**src/rtl/scrl_pkg.sv**
```systemverilog
// ----------------------------------------------------------------------------
// scrl_pkg
// Shared types, codes and helpers for the rate-limited steering controller.
// ----------------------------------------------------------------------------
package scrl_pkg;

  localparam int DATA_W            = 32;
  localparam int FRAC_BITS_DEFAULT = 16;
  localparam int COEF_W            = 17;
  localparam int COEF_BITS         = 16;
  localparam int COEF_ONE          = 65536;
  localparam int LIMIT_W           = 31;
  localparam int MODE_W            = 3;
  localparam int DEG_SHIFT         = 32;
  localparam int DEG2RAD_Q32       = 74961321;
  localparam int MUL_A_W           = DATA_W + 1;
  localparam int MUL_B_W           = DATA_W;
  localparam int PROD_W            = MUL_A_W + MUL_B_W;
  localparam int CFG_IDX_W         = 3;

  // register indexes
  localparam logic [CFG_IDX_W-1:0] REG_MODE        = 3'd0;
  localparam logic [CFG_IDX_W-1:0] REG_GAIN_A      = 3'd1;
  localparam logic [CFG_IDX_W-1:0] REG_GAIN_B      = 3'd2;
  localparam logic [CFG_IDX_W-1:0] REG_GAIN_C      = 3'd3;
  localparam logic [CFG_IDX_W-1:0] REG_FILTER_LAT  = 3'd4;
  localparam logic [CFG_IDX_W-1:0] REG_FILTER_HEAD = 3'd5;
  localparam logic [CFG_IDX_W-1:0] REG_MAX_STEP    = 3'd6;
  localparam logic [CFG_IDX_W-1:0] REG_MAX_ANGLE   = 3'd7;

  // control laws
  typedef logic [1:0] law_t;
  localparam law_t LAW_PP  = 2'd0;
  localparam law_t LAW_LQR = 2'd1;
  localparam law_t LAW_SMC = 2'd2;
  localparam law_t LAW_MPC = 2'd3;

  // multiplier operand pairs
  typedef logic [2:0] mul_sel_t;
  localparam mul_sel_t MUL_LATF_COEF = 3'd0;
  localparam mul_sel_t MUL_PURF_COEF = 3'd1;
  localparam mul_sel_t MUL_HEAD_DEG  = 3'd2;
  localparam mul_sel_t MUL_GA_LAT    = 3'd3;
  localparam mul_sel_t MUL_GB_HR     = 3'd4;
  localparam mul_sel_t MUL_GC_PREV   = 3'd5;
  localparam mul_sel_t MUL_GB_LATF   = 3'd6;
  localparam mul_sel_t MUL_GA_PURF   = 3'd7;

  // accumulator and filter-state operations, most of them on the previous product
  typedef logic [2:0] acc_op_t;
  localparam acc_op_t ACC_NONE     = 3'd0;
  localparam acc_op_t ACC_UPD_LATF = 3'd1;
  localparam acc_op_t ACC_UPD_PURF = 3'd2;
  localparam acc_op_t ACC_HR       = 3'd3;
  localparam acc_op_t ACC_LOAD     = 3'd4;
  localparam acc_op_t ACC_ADD      = 3'd5;
  localparam acc_op_t ACC_ADD_HR   = 3'd6;
  localparam acc_op_t ACC_ADD_PREV = 3'd7;

  typedef struct packed {
    logic     load_in;
    mul_sel_t mul_sel;
    acc_op_t  acc_op;
    logic     calc_target;
    logic     calc_diff;
    logic     commit;
  } cmd_t;

  typedef struct packed {
    law_t law;
    logic slot_free;
  } status_t;

  function automatic logic signed [DATA_W-1:0] sat32(input logic signed [63:0] v);
    logic signed [63:0] hi;
    logic signed [63:0] lo;
    hi = 64'sh0000_0000_7FFF_FFFF;
    lo = -64'sh0000_0000_8000_0000;
    if (v > hi) begin
      sat32 = DATA_W'(hi);
    end else if (v < lo) begin
      sat32 = DATA_W'(lo);
    end else begin
      sat32 = DATA_W'(v);
    end
  endfunction

endpackage

```
**src/rtl/scrl_ctrl.sv**
```systemverilog
// ----------------------------------------------------------------------------
// scrl_ctrl
// Sequencer: steps the shared multiplier and accumulator through one law.
// ----------------------------------------------------------------------------
module scrl_ctrl
  import scrl_pkg::*;
(
  input  logic    clk,
  input  logic    rst,
  input  logic    in_valid,
  input  status_t status,
  output cmd_t    cmd,
  output logic    busy
);

  localparam logic [3:0] ST_IDLE   = 4'd0;
  localparam logic [3:0] ST_S1     = 4'd1;
  localparam logic [3:0] ST_S2     = 4'd2;
  localparam logic [3:0] ST_S3     = 4'd3;
  localparam logic [3:0] ST_S4     = 4'd4;
  localparam logic [3:0] ST_S5     = 4'd5;
  localparam logic [3:0] ST_S6     = 4'd6;
  localparam logic [3:0] ST_TGT    = 4'd7;
  localparam logic [3:0] ST_DIFF   = 4'd8;
  localparam logic [3:0] ST_COMMIT = 4'd9;

  logic [3:0] state;
  logic [3:0] state_next;

  always_ff @(posedge clk) begin
    if (rst) begin
      state <= ST_IDLE;
    end else begin
      state <= state_next;
    end
  end

  assign busy = (state != ST_IDLE);

  always_comb begin
    cmd        = '0;
    cmd.mul_sel = MUL_HEAD_DEG;
    cmd.acc_op = ACC_NONE;
    state_next = state;
    unique case (state)
      ST_IDLE: begin
        cmd.load_in = in_valid;
        if (in_valid) begin
          state_next = ST_S1;
        end
      end
      ST_S1: begin
        cmd.mul_sel = (status.law == LAW_PP) ? MUL_LATF_COEF : MUL_HEAD_DEG;
        state_next  = ST_S2;
      end
      ST_S2: begin
        if (status.law == LAW_PP) begin
          cmd.mul_sel = MUL_PURF_COEF;
          cmd.acc_op  = ACC_UPD_LATF;
        end else begin
          cmd.mul_sel = MUL_GA_LAT;
          cmd.acc_op  = ACC_HR;
        end
        state_next = ST_S3;
      end
      ST_S3: begin
        unique case (status.law)
          LAW_PP: begin
            cmd.mul_sel = MUL_GB_LATF;
            cmd.acc_op  = ACC_UPD_PURF;
          end
          LAW_SMC: begin
            cmd.acc_op = ACC_LOAD;
          end
          default: begin
            cmd.mul_sel = MUL_GB_HR;
            cmd.acc_op  = ACC_LOAD;
          end
        endcase
        state_next = ST_S4;
      end
      ST_S4: begin
        unique case (status.law)
          LAW_PP: begin
            cmd.mul_sel = MUL_GA_PURF;
            cmd.acc_op  = ACC_LOAD;
            state_next  = ST_S5;
          end
          LAW_LQR: begin
            cmd.acc_op = ACC_ADD;
            state_next = ST_TGT;
          end
          LAW_SMC: begin
            cmd.acc_op = ACC_ADD_HR;
            state_next = ST_TGT;
          end
          default: begin
            cmd.mul_sel = MUL_GC_PREV;
            cmd.acc_op  = ACC_ADD;
            state_next  = ST_S5;
          end
        endcase
      end
      ST_S5: begin
        cmd.acc_op = ACC_ADD;
        state_next = (status.law == LAW_PP) ? ST_TGT : ST_S6;
      end
      ST_S6: begin
        cmd.acc_op = ACC_ADD_PREV;
        state_next = ST_TGT;
      end
      ST_TGT: begin
        cmd.calc_target = 1'b1;
        state_next      = ST_DIFF;
      end
      ST_DIFF: begin
        cmd.calc_diff = 1'b1;
        state_next    = ST_COMMIT;
      end
      ST_COMMIT: begin
        // hold until the output register is free
        if (status.slot_free) begin
          cmd.commit = 1'b1;
          state_next = ST_IDLE;
        end
      end
      default: begin
        state_next = ST_IDLE;
      end
    endcase
  end

endmodule

```
**config.mk**
```make
export PLATFORM = sky130hd
export DESIGN_NAME = scrl_ctrl
export DESIGN_NICKNAME = d
export VERILOG_FILES = /design/src/rtl/scrl_pkg.sv /design/src/rtl/scrl_ctrl.sv
export SDC_FILE = /design/constraint.sdc
export NUM_CORES = 1
export LEC_CHECK = 0
export BUFFER_PORTS_ARGS = -buffer_cell sky130_fd_sc_hd__buf_2
export CAP_MARGIN = 20
export CELL_PAD_IN_SITES_DETAIL_PLACEMENT = 2
export CELL_PAD_IN_SITES_GLOBAL_PLACEMENT = 2
export CORE_UTILIZATION = 21
export DETAILED_ROUTE_END_ITERATION = 10
export PLACE_DENSITY_LB_ADDON = 0.1
export SLEW_MARGIN = 20
export SYNTH_ARGS = -nofsm -noshare
export SYNTH_HDL_FRONTEND = slang
export SYNTH_SLANG_ARGS = --single-unit
```
**constraint.sdc**
```tcl
create_clock -name clk -period 1.1 [get_ports clk]
set_clock_uncertainty 0.1 [all_clocks]
set_input_delay 0.11 -clock clk [delete_from_list [all_inputs] [get_ports clk]]
set_output_delay 0.11 -clock clk [all_outputs]
set_load 0.02 [all_outputs]
```
* Word level (Yosys, flattened, before mapping)
Cells that the tools add are included.
** Word-level totals
- Logic and storage cells :: 37
- Flip-flop bits (word level) :: 4
- Output and inout port bits :: 11
- Bits of input ports :: 6
** Operators by class
- Reduce and logical (&&, ||, !) cells :: 5
- Multiplexer cells :: 18
- Eq/ne operators :: 13
** Operator list (count)
- 4-bit one-hot mux with 10 select lines :: 1
- 4-bit by 3-bit equality test with 1-bit output (second input constant) :: 4
- 3-bit one-hot mux with 5 select lines :: 1
- 3-bit one-hot mux with 2 select lines :: 2
- 3-bit one-hot mux with 4 select lines :: 1
- 4-bit by 2-bit equality test with 1-bit output (second input constant) :: 2
- 4-bit equality test (second input constant) :: 2
- 4-bit 2-to-1 mux :: 2
- 1-bit 2-to-1 mux :: 6
- 5-bit 2-to-1 mux :: 1
- 4-bit by 1-bit equality test with 1-bit output (second input constant) :: 1
- 4-bit logical NOT :: 1
- 2-bit 2-to-1 mux :: 2
- 2-bit inequality test (second input constant) :: 2
- 2-bit one-hot mux with 2 select lines :: 1
- 4-bit nonzero test :: 1
- 3-bit 2-to-1 mux :: 1
- 2-bit by 1-bit equality test with 1-bit output (second input constant) :: 1
- 2-bit equality test (second input constant) :: 1
- 2-bit logical NOT :: 1
- 2-bit AND reduction :: 1
- 2-bit OR reduction :: 1

* Longest topological paths before layout
- Depth in word-level cells :: 4
- Gate-level depth with buffers :: 5
- Mapped depth without buffers :: 5

* Least setup slack after synthesis
No wires, ideal clock.
- Path type :: register to output
- From :: reg state[1]
- To :: out cmd[6] (netlist bit)
- Buffers on the path :: 1
- Setup slack :: -0.352 ns
- Data required time :: 0.890 ns
- Cell stages (with the launch flop) :: 5
- Data arrival time :: 1.242 ns
- Path through :: dfxtp_1 buf_2 nor3b_1 a21oi_1 nor3_1
** RTL lines
- start, declared :: line scrl_ctrl.sv:27 : logic [3:0] state;
- start signal, assigned :: line scrl_ctrl.sv:34 : state <= state_next;
- end, declared :: line scrl_ctrl.sv:12 : output cmd_t cmd,

==> summary.txt <==
Outcome
  – Run status: finished with violations
  – Failing checks: negative setup slack

Timing
  – Worst Setup Slack, final: -0.474 ns
  – Final Max Slew Viols: 0
  – Period minus WS final: 1.57 ns
  – Setup violations, final: 15
  – Worst slew margin: 0.749
  – Final Hold Fails: 0
  – Setup TNS: -5.05 ns
  – Least-Margin Pin Slew: 0.377 ns
  – RSZ-0062 raised after global routing: yes
  – Final period util: 1.43
  – Max frequency: 635 MHz

Logic synthesis
  – Post-synth top cells: nor2_1, nand2_1, inv_1
  – EDFF count, synth: 0
  – Ys Warns: 0
  – Yosys reg bits: 4
  – Synthesized area: 438 µm²
  – Share of the synthesized area in the top cell type: 0.183
  – Asr flop ratio synth: 0
  – Syn Area/Cell: 7.42 µm²
  – Top FF cell, synth: dfxtp_1
  – Synthesized instance count: 59
  – Synth area leaders: dfxtp_1, ha_1, a211oi_1
  – Yosys cell types: 29
  – Post-synthesis sequential area ratio: 0.183
  – Leading area contributor after synthesis: dfxtp_1
  – Most common cell in the netlist: nor2_1
  – Mapped Nets: 69

Clock tree
  – CTS tree: done
  – Reg clk slew, reported paths: 0.05 ns
  – Clock Latency Late Sink: 0.25 ns
  – TritonCTS Buffers: 3
  – H-tree lvl count: 1
  – Hold_buf cts: 0
  – Clock Sinks: 4
  – CTS root buf: clkbuf_4
  – Clk buf depth: 2

Die
  – Core ar.: 0.00196 mm²
  – Num rows: 16
  – Initial core utilization: 0.223
  – Boundary Pins: 17
  – Die Span X: 47.7 µm
  – Die height: 47.7 µm
  – Die area: 0.00227 mm²

Cells and area
  – Fill count: 205
  – Max reg flops: 4
  – Nets@finish: 117
  – Inserted Diodes: 0
  – Register with the most flip-flops: state
  – Share of cells above drive strength 1: 0.792
  – Largest registers: state x4
  – Layout area overhead: 151%

Drt
  – Vias/cell: 4.82
  – Post-DRT Antenna Nets: 0
  – DRC violations left: 0
  – DR iter-0 viols: 1
  – 1st-pass router iterations: 3
  – Avg WL per Cell: 20.6 µm
  – Final wirelength: 2730 µm
  – Vias after detailed routing: 641

Power
  – Total power: 1.25 mW
  – Sequential fraction of design power: 0.166
  – Switching pwr: 0.504 mW
  – Power density over the cells: 1140 mW/mm²
  – Peak VDD IR: 1.01 mV
  – Clock share of power: 0.170
  – Leakage: 0.467 nW
  – Cell Int Power: 0.750 mW
  – Switching Fraction: 0.402
  – Combinational power share: 0.665

Hold path
  – Worst hold path class: input pin to register

Setup path
  – Worst EP arrival: 1.36 ns
  – Startpoint Class: register
  – WS Path Type: register to output pin
  – Critical Path RT: 0.89 ns
  – CP endpoint kind: output pin
  – Maximum fanout along the worst path: 8

Global route
  – First-pass GRT wire length: 2990 µm
  – Initial antenna violation count: 0
  – GRT Overall Usage: 0.196
  – Total gr overflow: 0
  – Vias in the first global route: 650
  – Largest net degree at the start of global routing: 10

Placement
  – Post-DP HPWL: 1230 µm
  – I/O Buffers: 16
  – Gpl congestion: 0.726
  – Pre-CTS setup slack: -0.313 ns

Flow run
  – Maximum Capacitance Violations: 0
==> final cells by class <==
| type | count | area [µm²] | share of cell area |
|---|---|---|---|
| tap | 27 | 33.8 | 0.0308 |
| multi-input combinational | 46 | 519 | 0.473 |
| timing repair buffer | 47 | 404 | 0.368 |
| clock buffer | 4 | 26.3 | 0.0239 |
| sequential | 4 | 95.1 | 0.0867 |
| inverter | 5 | 18.8 | 0.0171 |
==> power by group through the flow <==
stage | combinational, mW | sequential (mW) | clock (mW)
3_5_place_dp | 0.436 | 0.214 | 0
3_3_place_gp | 0.428 | 0.211 | 0
2_1_floorplan | 0.299 | 0.184 | 0
6_report | 0.833 | 0.208 | 0.213
5_1_grt | 0.882 | 0.208 | 0.223
4_1_cts | 0.597 | 0.203 | 0.205
==> cell usage in the layout, fill, tap and decap left out, types with 2 or more instances in the layout <==
cell type	count
dfxtp_4	4
buf_6	17
buf_2	5
nor3_2	2
buf_4	25
a21oi_2	2
clkbuf_4	3
a211oi_2	3
nand2_1	3
nor2_1	2
inv_1	5
ha_1	3
nor2_2	2
nand2_2	2
nor2_4	4
==> layer usage <==
layer	part of all wire	wire, µm	global-route usage	up-vias
li1	-	-	-	307
met1	0.44	1200	0.257	317
met2	0.52	1430	0.326	13
met3	0.019	53	0.0340	4
met4	0.016	43	0.0667	0
met5	0	0	0	-
==> logic make-up (layout without fill, tap and decap cells) <==
logic type	count (synthesis)	after routing	share of synthesized area
buffers and inverters	9	56	0.109
AND/OR/NAND/NOR	25	25	0.303
flip-flops	4	4	0.183
AO/OA/AOI/OAI	17	17	0.291
adder cells (fa/ha/maj)	4	4	0.114
==> timing repair <==
item | in CTS | in global routing
resized for setup | 32 | 33
endpoints found under the setup margin | 15 | 15
setup buffers | 6 | 7
pin swaps | 4 | 11
==> final timing paths <==
path | start | to | slack, ns | cells after the start
hold / removal | rst | state[2] | 0.06 | 2
setup / recovery | state[0] | cmd[7] | -0.47 | 4
setup reg to reg | state[1] | state[3] | -0.34 | 6
hold reg to reg | state[3] | state[0] | 0.58 | 2
==> worst max-delay path, cell delays in order, from the launching register on <==
cell and delay, ns:
dfxtp_4 0.38, buf_4 0.15, nor4b_4 0.28, o221ai_2 0.13, buf_4 0.17
==> through the flow <==
| stage | std cells | area (µm²) | util | hold WS (ns) |
|---|---|---|---|---|
| finish | 133 | 1100 | 0.559 | 0.0577 |
| global placement | 117 | 736 | 0.375 | 0.253 |
| CTS | 127 | 912 | 0.465 | 0.00979 |
| floorplan | 59 | 514 | - | 0.0730 |
| detailed placement | 117 | 736 | 0.375 | 0.251 |
| global route | 133 | 1100 | 0.559 | 0.0569 |
No activity file was read; power rests on OpenSTA's default activity.
